### src/design/ozh_pkg.sv
// Shared types, constants and helper functions for the obstacle zone classifier.
// No dependencies; every other design file depends on this package.
package ozh_pkg;

   // Field widths
   localparam int unsigned DEPTH_W    = 16;
   localparam int unsigned COUNT_W    = 16;
   localparam int unsigned SAFE_W     = 8;
   localparam int unsigned CSR_IDX_W  = 3;
   localparam int unsigned CSR_DATA_W = 16;
   localparam int unsigned ZONE_W     = 2;

   // Fixed pixel count minimums for a region to count as an obstacle
   localparam logic [COUNT_W-1:0] NEAR_COUNT_MIN  = 16'd4;
   localparam logic [COUNT_W-1:0] VALID_PIXEL_MIN = 16'd60;

   // Result zone codes
   typedef logic [ZONE_W-1:0] zone_code_type;
   localparam zone_code_type ZONE_CLEAR  = 2'd0;
   localparam zone_code_type ZONE_LEFT   = 2'd1;
   localparam zone_code_type ZONE_RIGHT  = 2'd2;
   localparam zone_code_type ZONE_CORNER = 2'd3;

   // Zone state machine, one-hot
   typedef enum logic [3:0] {
      ST_CLEAR  = 4'b0001,
      ST_LEFT   = 4'b0010,
      ST_RIGHT  = 4'b0100,
      ST_CORNER = 4'b1000
   } zone_state_type;

   // Configuration register indexes
   typedef enum logic [CSR_IDX_W-1:0] {
      CSR_FRONT_ENTER = 3'd0,
      CSR_FRONT_EXIT  = 3'd1,
      CSR_EMERGENCY   = 3'd2,
      CSR_LEFT_ENTER  = 3'd3,
      CSR_LEFT_EXIT   = 3'd4,
      CSR_RIGHT_ENTER = 3'd5,
      CSR_RIGHT_EXIT  = 3'd6,
      CSR_SAFE_NEEDED = 3'd7
   } csr_idx_type;

   // Reset values of the configuration registers
   localparam logic [DEPTH_W-1:0] RST_ENTER_MM     = 16'd600;
   localparam logic [DEPTH_W-1:0] RST_EXIT_MM      = 16'd800;
   localparam logic [DEPTH_W-1:0] RST_EMERGENCY_MM = 16'd300;
   localparam logic [SAFE_W-1:0]  RST_SAFE_NEEDED  = 8'd5;

   typedef struct packed {
      logic [DEPTH_W-1:0] depth;
      logic [COUNT_W-1:0] near_px;
      logic [COUNT_W-1:0] valid_px;
   } region_type;

   typedef struct packed {
      region_type front;
      region_type left;
      region_type right;
   } frame_type;

   typedef struct packed {
      logic [DEPTH_W-1:0] front_enter;
      logic [DEPTH_W-1:0] front_exit;
      logic [DEPTH_W-1:0] emergency;
      logic [DEPTH_W-1:0] left_enter;
      logic [DEPTH_W-1:0] left_exit;
      logic [DEPTH_W-1:0] right_enter;
      logic [DEPTH_W-1:0] right_exit;
      logic [SAFE_W-1:0]  safe_needed;
   } cfg_type;

   // A region is an obstacle when it has depth, enough valid and near pixels,
   // and its depth lies below the threshold
   function automatic logic is_obstacle(region_type reg_i, logic [DEPTH_W-1:0] thresh);
      return (reg_i.depth != '0) && (reg_i.valid_px >= VALID_PIXEL_MIN) &&
             (reg_i.depth < thresh) && (reg_i.near_px >= NEAR_COUNT_MIN);
   endfunction

   function automatic zone_code_type zone_code(zone_state_type st);
      zone_code_type code;
      case (st)
         ST_CLEAR:  code = ZONE_CLEAR;
         ST_LEFT:   code = ZONE_LEFT;
         ST_RIGHT:  code = ZONE_RIGHT;
         ST_CORNER: code = ZONE_CORNER;
         default:   code = ZONE_CLEAR;
      endcase
      return code;
   endfunction

endpackage

### src/design/ozh_channel_if.sv
// Valid/ready channel interfaces: depth frame requests, zone responses, register writes.
// Depends on ozh_pkg for field widths.
interface ozh_req_if;
   logic                         valid;
   logic                         ready;
   logic [ozh_pkg::DEPTH_W-1:0]  front_depth;
   logic [ozh_pkg::COUNT_W-1:0]  front_near;
   logic [ozh_pkg::COUNT_W-1:0]  front_valid;
   logic [ozh_pkg::DEPTH_W-1:0]  left_depth;
   logic [ozh_pkg::COUNT_W-1:0]  left_near;
   logic [ozh_pkg::COUNT_W-1:0]  left_valid;
   logic [ozh_pkg::DEPTH_W-1:0]  right_depth;
   logic [ozh_pkg::COUNT_W-1:0]  right_near;
   logic [ozh_pkg::COUNT_W-1:0]  right_valid;

   modport source (output valid, front_depth, front_near, front_valid, left_depth,
                   left_near, left_valid, right_depth, right_near, right_valid,
                   input ready);
   modport sink (input valid, front_depth, front_near, front_valid, left_depth,
                 left_near, left_valid, right_depth, right_near, right_valid,
                 output ready);
endinterface

interface ozh_rsp_if;
   logic                        valid;
   logic                        ready;
   logic [ozh_pkg::ZONE_W-1:0]  zone;

   modport source (output valid, zone, input ready);
   modport sink (input valid, zone, output ready);
endinterface

interface ozh_csr_if;
   logic                            valid;
   logic                            ready;
   logic [ozh_pkg::CSR_IDX_W-1:0]   index;
   logic [ozh_pkg::CSR_DATA_W-1:0]  data;

   modport source (output valid, index, data, input ready);
   modport sink (input valid, index, data, output ready);
endinterface

### src/design/ozh_csr.sv
// Configuration register file for the zone thresholds and the safe frame count.
// Depends on ozh_pkg and ozh_csr_if.
module ozh_csr (
   input  logic             clock,
   input  logic             reset,
   ozh_csr_if.sink          csr_ch,
   output ozh_pkg::cfg_type cfg
);
   import ozh_pkg::*;

   cfg_type cfg_ff;
   cfg_type cfg_in;

   // Writes are always taken
   assign csr_ch.ready = 1'b1;
   assign cfg          = cfg_ff;

   // Decode the register index of a write beat
   always_comb begin
      cfg_in = cfg_ff;
      if (csr_ch.valid) begin
         case (csr_idx_type'(csr_ch.index))
            CSR_FRONT_ENTER: cfg_in.front_enter = csr_ch.data;
            CSR_FRONT_EXIT:  cfg_in.front_exit  = csr_ch.data;
            CSR_EMERGENCY:   cfg_in.emergency   = csr_ch.data;
            CSR_LEFT_ENTER:  cfg_in.left_enter  = csr_ch.data;
            CSR_LEFT_EXIT:   cfg_in.left_exit   = csr_ch.data;
            CSR_RIGHT_ENTER: cfg_in.right_enter = csr_ch.data;
            CSR_RIGHT_EXIT:  cfg_in.right_exit  = csr_ch.data;
            CSR_SAFE_NEEDED: cfg_in.safe_needed = csr_ch.data[SAFE_W-1:0];
            default:         cfg_in = cfg_ff;
         endcase
      end
   end

   always_ff @(posedge clock) begin
      if (reset) begin
         cfg_ff.front_enter <= RST_ENTER_MM;
         cfg_ff.front_exit  <= RST_EXIT_MM;
         cfg_ff.emergency   <= RST_EMERGENCY_MM;
         cfg_ff.left_enter  <= RST_ENTER_MM;
         cfg_ff.left_exit   <= RST_EXIT_MM;
         cfg_ff.right_enter <= RST_ENTER_MM;
         cfg_ff.right_exit  <= RST_EXIT_MM;
         cfg_ff.safe_needed <= RST_SAFE_NEEDED;
      end else begin
         cfg_ff <= cfg_in;
      end
   end

endmodule

### src/design/ozh_zone_core.sv
// Zone decision with hysteresis: emergency, exit and enter rules, safe frame counter.
// Depends on ozh_pkg; holds the zone state and safe count registers.
module ozh_zone_core (
   input  logic                   clock,
   input  logic                   reset,
   input  logic                   advance,
   input  ozh_pkg::frame_type     frame,
   input  ozh_pkg::cfg_type       cfg,
   output ozh_pkg::zone_code_type zone_next
);
   import ozh_pkg::*;

   zone_state_type     zone_state_ff, zone_state_in;
   logic [SAFE_W-1:0]  safe_count_ff, safe_count_in;
   logic [SAFE_W-1:0]  safe_need;
   logic [SAFE_W-1:0]  safe_inc;
   logic               front_em;
   logic               front_ex, left_ex, right_ex;
   logic               front_en, left_en, right_en;

   // Region tests against every threshold
   assign front_em = is_obstacle(frame.front, cfg.emergency);
   assign front_ex = is_obstacle(frame.front, cfg.front_exit);
   assign left_ex  = is_obstacle(frame.left, cfg.left_exit);
   assign right_ex = is_obstacle(frame.right, cfg.right_exit);
   assign front_en = is_obstacle(frame.front, cfg.front_enter);
   assign left_en  = is_obstacle(frame.left, cfg.left_enter);
   assign right_en = is_obstacle(frame.right, cfg.right_enter);

   // A zero requirement acts as one; the counter saturates
   assign safe_need = (cfg.safe_needed == '0) ? SAFE_W'(1) : cfg.safe_needed;
   assign safe_inc  = (&safe_count_ff) ? safe_count_ff : safe_count_ff + SAFE_W'(1);

   // Next zone and safe count
   always_comb begin
      zone_state_in = zone_state_ff;
      safe_count_in = safe_count_ff;
      if (front_em) begin
         zone_state_in = ST_CORNER;
         safe_count_in = '0;
      end else if (zone_state_ff != ST_CLEAR) begin
         if (front_ex || left_ex || right_ex) begin
            safe_count_in = '0;
            if (front_ex) begin
               zone_state_in = ST_CORNER;
            end else if (left_ex && !right_ex) begin
               zone_state_in = ST_LEFT;
            end else if (right_ex && !left_ex) begin
               zone_state_in = ST_RIGHT;
            end else begin
               // both sides: nearer wins, ties go left
               zone_state_in = (frame.left.depth <= frame.right.depth) ? ST_LEFT : ST_RIGHT;
            end
         end else if (safe_inc >= safe_need) begin
            zone_state_in = ST_CLEAR;
            safe_count_in = '0;
         end else begin
            safe_count_in = safe_inc;
         end
      end else begin
         if (front_en) begin
            zone_state_in = ST_CORNER;
            safe_count_in = '0;
         end else if (left_en) begin
            zone_state_in = ST_LEFT;
            safe_count_in = '0;
         end else if (right_en) begin
            zone_state_in = ST_RIGHT;
            safe_count_in = '0;
         end
      end
   end

   assign zone_next = zone_code(zone_state_in);

   // Commit state only when the frame moves to the result register
   always_ff @(posedge clock) begin
      if (reset) begin
         zone_state_ff <= ST_CLEAR;
         safe_count_ff <= '0;
      end else if (advance) begin
         zone_state_ff <= zone_state_in;
         safe_count_ff <= safe_count_in;
      end
   end

   a_clear_no_count: assert property (@(posedge clock) disable iff (reset)
      (zone_state_ff == ST_CLEAR) |-> (safe_count_ff == '0))
      else $error("safe count nonzero while zone is clear");

   a_emergency_corner: assert property (@(posedge clock) disable iff (reset)
      (advance && front_em) |=> (zone_state_ff == ST_CORNER) && (safe_count_ff == '0))
      else $error("emergency frame did not force corner");

   a_hold_when_stalled: assert property (@(posedge clock) disable iff (reset)
      !advance |=> $stable(zone_state_ff) && $stable(safe_count_ff))
      else $error("zone state changed without a frame advancing");

endmodule

### src/design/obstacle_zone_hysteresis_top.sv
// Path: a frame accepted into the input register moves to the result register when that is free or drained.
// Throughput: one frame per cycle while rsp_ch is ready; the input register refills while the result is taken.
// The only feedback path is the zone state and safe count update in the zone core.
// Reset: synchronous, active high; zone clear, safe count zero, configuration registers at defaults.
// Top level: input register, zone core, result register and configuration registers.
// Depends on ozh_pkg, the channel interfaces, ozh_csr and ozh_zone_core.
module obstacle_zone_hysteresis_top (
   input  logic      clock,
   input  logic      reset,
   ozh_req_if.sink   req_ch,
   ozh_rsp_if.source rsp_ch,
   ozh_csr_if.sink   csr_ch
);
   import ozh_pkg::*;

   cfg_type       cfg;
   frame_type     frame_ff, frame_in;
   logic          in_valid_ff, in_valid_in;
   logic          out_valid_ff, out_valid_in;
   zone_code_type zone_ff, zone_next;
   logic          req_beat;
   logic          advance;

   ozh_csr u_csr (
      .clock  (clock),
      .reset  (reset),
      .csr_ch (csr_ch),
      .cfg    (cfg)
   );

   ozh_zone_core u_core (
      .clock     (clock),
      .reset     (reset),
      .advance   (advance),
      .frame     (frame_ff),
      .cfg       (cfg),
      .zone_next (zone_next)
   );

   // Advance when the result register is free or being drained
   assign advance      = in_valid_ff && (!out_valid_ff || rsp_ch.ready);
   assign req_ch.ready = !in_valid_ff || advance;
   assign req_beat     = req_ch.valid && req_ch.ready;

   assign frame_in.front.depth    = req_ch.front_depth;
   assign frame_in.front.near_px  = req_ch.front_near;
   assign frame_in.front.valid_px = req_ch.front_valid;
   assign frame_in.left.depth     = req_ch.left_depth;
   assign frame_in.left.near_px   = req_ch.left_near;
   assign frame_in.left.valid_px  = req_ch.left_valid;
   assign frame_in.right.depth    = req_ch.right_depth;
   assign frame_in.right.near_px  = req_ch.right_near;
   assign frame_in.right.valid_px = req_ch.right_valid;

   // Input and result occupancy
   assign in_valid_in  = req_beat ? 1'b1 : (advance ? 1'b0 : in_valid_ff);
   assign out_valid_in = advance ? 1'b1 : (rsp_ch.ready ? 1'b0 : out_valid_ff);

   always_ff @(posedge clock) begin
      if (reset) begin
         in_valid_ff  <= 1'b0;
         out_valid_ff <= 1'b0;
      end else begin
         in_valid_ff  <= in_valid_in;
         out_valid_ff <= out_valid_in;
      end
   end

   // Capture payloads
   always_ff @(posedge clock) begin
      if (req_beat) begin
         frame_ff <= frame_in;
      end
      if (advance) begin
         zone_ff <= zone_next;
      end
   end

   assign rsp_ch.valid = out_valid_ff;
   assign rsp_ch.zone  = zone_ff;

   a_advance_fills_result: assert property (@(posedge clock) disable iff (reset)
      advance |=> out_valid_ff && (zone_ff == $past(zone_next)))
      else $error("advanced frame did not reach the result register");

   a_rsp_hold: assert property (@(posedge clock) disable iff (reset)
      (rsp_ch.valid && !rsp_ch.ready) |=> rsp_ch.valid && $stable(rsp_ch.zone))
      else $error("waiting zone beat changed or dropped");

   a_ready_when_empty: assert property (@(posedge clock) disable iff (reset)
      !in_valid_ff |-> req_ch.ready)
      else $error("empty input register refused a frame");

endmodule

### src/flat_wrapper.sv
// flat-port wrapper written by rule: the top's interface ports become plain ports
module obstacle_zone_hysteresis_top_flat import ozh_pkg::*;
  (clock, reset, req_ch_valid, req_ch_front_depth, req_ch_front_near, req_ch_front_valid, req_ch_left_depth, req_ch_left_near, req_ch_left_valid, req_ch_right_depth, req_ch_right_near, req_ch_right_valid, req_ch_ready, rsp_ch_valid, rsp_ch_zone, rsp_ch_ready, csr_ch_valid, csr_ch_index, csr_ch_data, csr_ch_ready);
  ozh_req_if req_ch_i ();
  ozh_rsp_if rsp_ch_i ();
  ozh_csr_if csr_ch_i ();
  input  logic clock;
  input  logic reset;
  input wire logic [$bits(req_ch_i.valid)-1:0] req_ch_valid;
  input wire logic [$bits(req_ch_i.front_depth)-1:0] req_ch_front_depth;
  input wire logic [$bits(req_ch_i.front_near)-1:0] req_ch_front_near;
  input wire logic [$bits(req_ch_i.front_valid)-1:0] req_ch_front_valid;
  input wire logic [$bits(req_ch_i.left_depth)-1:0] req_ch_left_depth;
  input wire logic [$bits(req_ch_i.left_near)-1:0] req_ch_left_near;
  input wire logic [$bits(req_ch_i.left_valid)-1:0] req_ch_left_valid;
  input wire logic [$bits(req_ch_i.right_depth)-1:0] req_ch_right_depth;
  input wire logic [$bits(req_ch_i.right_near)-1:0] req_ch_right_near;
  input wire logic [$bits(req_ch_i.right_valid)-1:0] req_ch_right_valid;
  output wire logic [$bits(req_ch_i.ready)-1:0] req_ch_ready;
  output wire logic [$bits(rsp_ch_i.valid)-1:0] rsp_ch_valid;
  output wire logic [$bits(rsp_ch_i.zone)-1:0] rsp_ch_zone;
  input wire logic [$bits(rsp_ch_i.ready)-1:0] rsp_ch_ready;
  input wire logic [$bits(csr_ch_i.valid)-1:0] csr_ch_valid;
  input wire logic [$bits(csr_ch_i.index)-1:0] csr_ch_index;
  input wire logic [$bits(csr_ch_i.data)-1:0] csr_ch_data;
  output wire logic [$bits(csr_ch_i.ready)-1:0] csr_ch_ready;
  assign req_ch_i.valid = req_ch_valid;
  assign req_ch_i.front_depth = req_ch_front_depth;
  assign req_ch_i.front_near = req_ch_front_near;
  assign req_ch_i.front_valid = req_ch_front_valid;
  assign req_ch_i.left_depth = req_ch_left_depth;
  assign req_ch_i.left_near = req_ch_left_near;
  assign req_ch_i.left_valid = req_ch_left_valid;
  assign req_ch_i.right_depth = req_ch_right_depth;
  assign req_ch_i.right_near = req_ch_right_near;
  assign req_ch_i.right_valid = req_ch_right_valid;
  assign req_ch_ready = req_ch_i.ready;
  assign rsp_ch_valid = rsp_ch_i.valid;
  assign rsp_ch_zone = rsp_ch_i.zone;
  assign rsp_ch_i.ready = rsp_ch_ready;
  assign csr_ch_i.valid = csr_ch_valid;
  assign csr_ch_i.index = csr_ch_index;
  assign csr_ch_i.data = csr_ch_data;
  assign csr_ch_ready = csr_ch_i.ready;
  obstacle_zone_hysteresis_top u_core (.clock(clock), .reset(reset), .req_ch(req_ch_i), .rsp_ch(rsp_ch_i), .csr_ch(csr_ch_i));
endmodule
### config.mk
export PLATFORM = sky130hd
export DESIGN_NAME = obstacle_zone_hysteresis_top_flat
export DESIGN_NICKNAME = d
export VERILOG_FILES = /design/src/design/ozh_pkg.sv /design/src/design/ozh_channel_if.sv /design/src/design/ozh_csr.sv /design/src/design/ozh_zone_core.sv /design/src/design/obstacle_zone_hysteresis_top.sv /design/src/flat_wrapper.sv
export SDC_FILE = /design/constraint.sdc
export NUM_CORES = 1
export LEC_CHECK = 0
export CAP_MARGIN = 20
export CORE_ASPECT_RATIO = 0.8
export CORE_MARGIN = 2
export CORE_UTILIZATION = 35
export DETAILED_ROUTE_END_ITERATION = 12
export DONT_BUFFER_PORTS = 1
export PLACE_DENSITY = 0.57
export SETUP_SLACK_MARGIN = 0.1
export SYNTH_ARGS = -nofsm -noshare
export SYNTH_HDL_FRONTEND = slang
export SYNTH_SLANG_ARGS = --single-unit
### constraint.sdc
create_clock -name clock -period 5.05 [get_ports clock]
set_input_delay 0.7575 -clock clock [delete_from_list [all_inputs] [get_ports clock]]
set_output_delay 0.7575 -clock clock [all_outputs]
set_load 0.01 [all_outputs]
# Word level (Yosys, flattened, before mapping)
# Index checks and enable logic that the tools add are counted.
[classes]
add_sub_neg = 1
magnitude_cmp = 15
eq_ne = 11
n_reduce_logical = 47
mux = 25
[op_table]
columns = ["cell", "count"]
rows = [
  ["16-bit less-than comparator", 7],
  ["8-bit two-way mux", 9],
  ["16-bit by 3-bit greater-or-equal comparator with 1-bit output, second input constant", 3],
  ["16-bit by 6-bit greater-or-equal comparator with 1-bit output, second input constant", 3],
  ["16-bit nonzero test", 3],
  ["4-bit two-way mux", 8],
  ["1-bit logical AND", 21],
  ["2-bit AND reduction", 9],
  ["16-bit <= comparator", 1],
  ["3-bit equality test, second input constant", 4],
  ["3-bit two-way mux", 3],
  ["8-bit by 1-bit adder with 8-bit output, second input constant", 1],
  ["8-bit greater-or-equal comparator", 1],
  ["8-bit logical NOT", 1],
  ["8-bit AND reduction", 1],
  ["3-bit by 2-bit equality test with 1-bit output, second input constant", 2],
  ["2-bit case mux with 3 select lines", 1],
  ["5-bit nonzero test", 1],
  ["4-bit by 2-bit equality test with 1-bit output, second input constant", 1],
  ["4-bit by 3-bit equality test with 1-bit output, second input constant", 1],
  ["4-bit equality test, second input constant", 1],
  ["1-bit logical NOT", 4],
  ["1-bit logical OR", 4],
  ["1-bit two-way mux", 4],
  ["other kinds (4)", 5],
]
[word_totals]
out_inout_bits = 5
register_bits = 280
word_cells = 121
inputBits = 168

# Logic depth before layout (Yosys ltp)
[logic_depth]
ltp_word = 14
ltp_mapped = 17
depth_no_buf = 17

# Modules after synthesis
# A second synthesis with hierarchy kept.
[hier_totals]
hier_cells = 1181
area_unflattened_um2 = 13546.7
[by_module_without_submodules]
columns = ["mod", "cells_per_inst", "area_each_um2", "n_inst", "seq_area_each_um2"]
rows = [
  ["ozh_csr", 432, 4715.8, 1, 2402.3],
  ["obstacle_zone_hysteresis_top", 156, 4488.1, 1, 4424.2],
  ["ozh_zone_core", 593, 4342.9, 1, 240.2],
]

# Worst setup path after synthesis
# No wires, ideal clock.
[synth_path]
path_kind = "input-to-reg"
startpoint = "input rsp_ch_ready"
endpoint = "register u_core.frame_ff[100] (netlist name), enable pin"
setup_time_ps = 508
required_ps = 4542
setup_slack_ps = 531
arrival_ps = 4012
stages = 3
n_path_buf = 0
path_cell_list = "nor2b_1 -> nand2_1 -> and2_1"
[synth_via]
elab_chain_cells = 4
[synth_lines]
columns = ["item", "line_no", "rtl"]
rows = [
  ["from (decl)", "flat_wrapper.sv:22", "input wire logic [$bits(rsp_ch_i.ready)-1:0] rsp_ch_ready;"],
  ["1-bit logical OR", "obstacle_zone_hysteresis_top.sv:41", "assign advance = in_valid_ff && (!out_valid_ff || rsp_ch.ready);"],
  ["1-bit logical AND", "obstacle_zone_hysteresis_top.sv:41", ""],
  ["1-bit logical OR", "obstacle_zone_hysteresis_top.sv:42", "assign req_ch.ready = !in_valid_ff || advance;"],
  ["net req_ch_ready", "flat_wrapper.sv:19", "output wire logic [$bits(req_ch_i.ready)-1:0] req_ch_ready;"],
  ["1-bit logical AND", "obstacle_zone_hysteresis_top.sv:43", "assign req_beat = req_ch.valid && req_ch.ready;"],
  ["to (signal assigned)", "obstacle_zone_hysteresis_top.sv:72", "frame_ff <= frame_in;"],
  ["to (decl)", "obstacle_zone_hysteresis_top.sv:17", "frame_type frame_ff, frame_in;"],
]
# The timed path passes the listed nets, and every way through them passes these cells.
# A chain may end at the register's enable or synchronous reset.

# Final worst setup path
[layout_path]
startpoint = "register u_core.u_core.safe_count_ff[0]"
endpoint = "register u_core.u_core.safe_count_ff[1]"
[layout_via]
elab_chain_cells = 7
elab_cells_between_ends = 8
cone_classes = "add/sub (1); order compare (1); mux (5); reduce/logical (1)"
[layout_lines]
columns = ["item", "line_no", "rtl"]
rows = [
  ["from (decl)", "ozh_zone_core.sv:14", "logic [SAFE_W-1:0] safe_count_ff, safe_count_in;"],
  ["from (signal assigned)", "ozh_zone_core.sv:83", "safe_count_ff <= safe_count_in;"],
  ["8-bit by 1-bit adder with 8-bit output or 8-bit AND reduction (tied branches)", "ozh_zone_core.sv:32", "assign safe_inc = (&safe_count_ff) ? safe_count_ff : safe_count_ff + SAFE_W'(1);"],
  ["8-bit two-way mux (*)", "ozh_zone_core.sv:32", ""],
  ["8-bit greater-or-equal comparator", "ozh_zone_core.sv:54", "end else if (safe_inc >= safe_need) begin"],
  ["8-bit two-way mux (*)", "ozh_zone_core.sv:54", ""],
  ["8-bit two-way mux (*)", "ozh_zone_core.sv:42", "if (front_ex || left_ex || right_ex) begin"],
  ["8-bit two-way mux (*)", "ozh_zone_core.sv:41", "end else if (zone_state_ff != ST_CLEAR) begin"],
  ["8-bit two-way mux (*)", "ozh_zone_core.sv:38", "if (front_em) begin"],
]
# Mark *: on every way between the ends. The rest lies on a longest branch, timed or not.

==> metrics.txt <==
pin count of the biggest net entering global routing between 100 and 150; Clk Latency, worst-skew pair about 0.6 ns; Flop pwr share 0.489; Synth area leaders edfxtp_1 32%, dfxtp_1 21%, ha_1 13%, nand2_1 7.1%, a21oi_1 5.3%; Switching Share 0.232; Reg clk slew, reported paths around 0.070 ns; Unique masters post-synth just over 60; Final HPWL DP between 20000 and 25000 um; core area approximately 36000 um^2; drt first pass iters 5; ys flop type edfxtp_1; CP Data Required Time between 5 and 6 ns; Final Non-Filler Cells around 1800; crit-path max FO 9; pwr dens roughly 350 nW/um^2; Reg2Reg Setup Slack ~0.8 ns; CTS root buffer clkbuf_16; clock power share 0.446; critical path cell sequence ha_1 -> nand2_1 -> nor2_1 -> nand3_1 -> nand2b_1 -> nor2_1 -> xor2_1 -> ha_1 -> a2111oi_0 -> nor2b_1 -> o21ai_0 -> o211ai_1 -> nand4_1 -> or3b_2 -> a21oi_1; cell taking the most area after synthesis edfxtp_1; Pwr Total 5.03 mW; Crit Path Category register to register; status finished, final reports clean; Logic pwr share 0.065; ys async rst share 0; unrepaired setup endpoints after global routing no; H-tree levels 1; first-pass GRT wire length 50000 um; r2r endpoint u_core.u_core.safe_count_ff[1]$_SDFFE_PP0P_; synthesized area between 10000 and 15000 um^2; clock buffer count from CTS 29; GRT overflow 0; WP data arrival around 4.7 ns; MaxCap Viol Count 0; top-area cell type share of the netlist area 0.317; routed length per placed instance around 19 um; Final setup violation count 0; synth cell count leaders 240 x nand2_1, 135 x a21oi_1, 134 x dfxtp_1, 134 x edfxtp_1, 134 x inv_1; Mapped Avg Cell Area between 9 and 10 um^2; Fill cells 3478; post_cts resized 0; synthesized flop and latch total between 200 and 300; Hold WC Path Type input port to register; Clock Path Buffers 3; CP startpoint kind register; vias in the first global route 8516; slowest CP cell a2111oi_0; peak supply drop between 0.2 and 0.3 mV; row count just over 60; end of the critical path u_core.u_core.safe_count_ff[1]$_SDFFE_PP0P_; Starting Density 0.355; Worst Setup Slack, final 0.821 ns; internal power ~3.9 mW; Inst Count DP about 1700; final worst path period share 0.837; R2R depth 15; Synth Net Count between 1500 and 2000; NetSw between 1 and 1.5 mW; pre-CTS setup slack around 0.92 ns; Setup crit start u_core.u_core.safe_count_ff[0]$_SDFFE_PP0P_; DR vias/cell approximately 5.1; area of the multi-input gates approximately 5300 um^2; drt drc 0; YS warnings 0; Pleak between 5 and 6 nW; initial DRC count around 640; Max Slew Vio Count 0; final instance area roughly 14000 um^2; clock sinks ~270; number of port buffers 0; Post-Place Cell Area roughly 13000 um^2; Die X between 200 and 250 um; CTS tree yes; total wire length between 30000 and 40000 um; FMAX about 240 MHz; worst r2r src u_core.u_core.safe_count_ff[0]$_SDFFE_PP0P_; CP Capture Type register; # hold bufs at CTS 0; area delta synth->final 11.9%; Post-Route Skew 0.0318 ns; fin nets around 1600; share of cells above drive strength 1 0.0590; gp weighted congestion 0.833; EDFF count, synth roughly 130; die height ~170 um; register area ~6700 um^2; die area about 38000 um^2; sequential element share of the synthesized area 0.528; Final Hold Vio Count 0; Setup Buffers After CTS 0; overall routing resource usage 0.173; Worst Max-Slew Pin Slew around 1.1 ns; Synth Instances 1272; setup TNS 0 ns; max incr delay on CP 0.56 ns; initial antenna violation count 4; max_slew headroom 0.260; # IOs between 150 and 200; post-layout min period about 4.2 ns; Vias about 9000; count leader, synth nand2_1; antenna-violating nets left 0
critical path, delay by kind of cell (launching register included):
family / cells / cell delay (ns)
flops: 1 / 0.41
simple gates: 8 / 2.00
fa+ha+maj: 2 / 0.54
xor+xnor: 1 / 0.15
compound gates: 4 / 1.07
per-stage QoR:
| step | util | hold slack [ns] |
|---|---|---|
| final | 0.397 | 0.259 |
| after global routing | 0.396 | 0.232 |
| after CTS | 0.396 | 0.225 |
| after detailed placement | 0.368 | 0.442 |
| after global placement | 0.368 | 0.435 |
| after floorplan | - | 0.432 |
metal layers:
metal	part of all wire	global-route usage	up-vias
met2	0.44	0.266	217
li1	-	-	4463
met4	0.014	0.0271	4
met5	0.00082	0	-
met3	0.060	0.0409	36
met1	0.49	0.250	4304
final cells by class:
class / count / area share
Clock inverter: 21 / 0.0176
Sequential cell: 268 / 0.472
Timing Repair Buffer: 7 / 0.00458
Antenna cell: 2 / 0.000352
Inverter: 134 / 0.0354
Tap cell: 480 / 0.0422
Clock buffer: 33 / 0.0535
Multi-Input combinational cell: 825 / 0.375
placed cells by master, fill, tap and decap left out, types with 4 or more instances in the layout:
cell,n
nand3b_1,6
nor4_1,32
nand3_1,23
a21oi_1,135
nand4_1,30
a211oi_1,9
nor2_1,57
nand2_1,240
xnor2_1,4
clkinv_2,6
nor3_1,7
o21a_1,7
or3_1,4
edfxtp_1,134
ha_1,130
dfxtp_1,134
a211o_1,24
clkbuf_16,29
nand2b_1,11
inv_1,134
buf_4,6
o21ai_0,21
nor2b_1,11
a21o_1,12
or3b_2,4
clkinv_1,5
bufinv_16,5
worst min path at each step:
| stage | cells past startpoint | start | end | slack (ns) |
|---|---|---|---|---|
| CTS | 0 | req_ch_left_depth[11] | u_core.frame_ff[91]$_DFFE_PP_ | 0.23 |
| floorplan | 2 | u_core.u_csr.cfg[88]$_SDFFE_PP0P_ | u_core.u_csr.cfg[88]$_SDFFE_PP0P_ | 0.43 |
| global placement | 2 | u_core.u_csr.cfg[104]$_SDFFE_PP0P_ | u_core.u_csr.cfg[104]$_SDFFE_PP0P_ | 0.44 |
| global route | 1 | reset | u_core.u_core.safe_count_ff[4]$_SDFFE_PP0P_ | 0.23 |
| finish | 0 | req_ch_left_depth[11] | u_core.frame_ff[91]$_DFFE_PP_ | 0.26 |
| detailed placement | 2 | u_core.u_csr.cfg[57]$_SDFFE_PP0P_ | u_core.u_csr.cfg[57]$_SDFFE_PP0P_ | 0.44 |
cell families (layout without fill, tap and decap cells):
| kind of cell | after synthesis | count (layout) | share of synthesized area |
|---|---|---|---|
| multiplexers | 4 | 4 | 0.00325 |
| AND/OR/NAND/NOR | 444 | 444 | 0.161 |
| flip-flops | 268 | 268 | 0.528 |
| adder cells (fa/ha/maj) | 130 | 130 | 0.128 |
| XOR/XNOR | 5 | 5 | 0.00345 |
| AO/OA/AOI/OAI | 241 | 241 | 0.122 |
| buffers and inverters | 179 | 195 | 0.0542 |
| other | 1 | 3 | 0.000295 |
power by group through the flow:
stage / Sequential, mW / Combinational (mW) / Clock, mW
final: 2.46 / 0.327 / 2.25
after global routing: 2.47 / 0.378 / 2.40
after CTS: 2.46 / 0.328 / 2.32
after detailed placement: 2.50 / 0.326 / 0
after global placement: 2.50 / 0.314 / 0
after floorplan: 2.48 / 0.276 / 0
sequential cells by signal, indices dropped and copies added, names as in the netlist:
register                     flops
u_core.in_valid_ff               1
u_core.u_core.zone_state_ff      4
u_core.u_csr.cfg               120
u_core.u_core.safe_count_ff      8
u_core.rsp_ch.valid              1
u_core.rsp_ch.zone               2
u_core.frame_ff                132
Note: power is estimated with default switching activity, not from simulation.
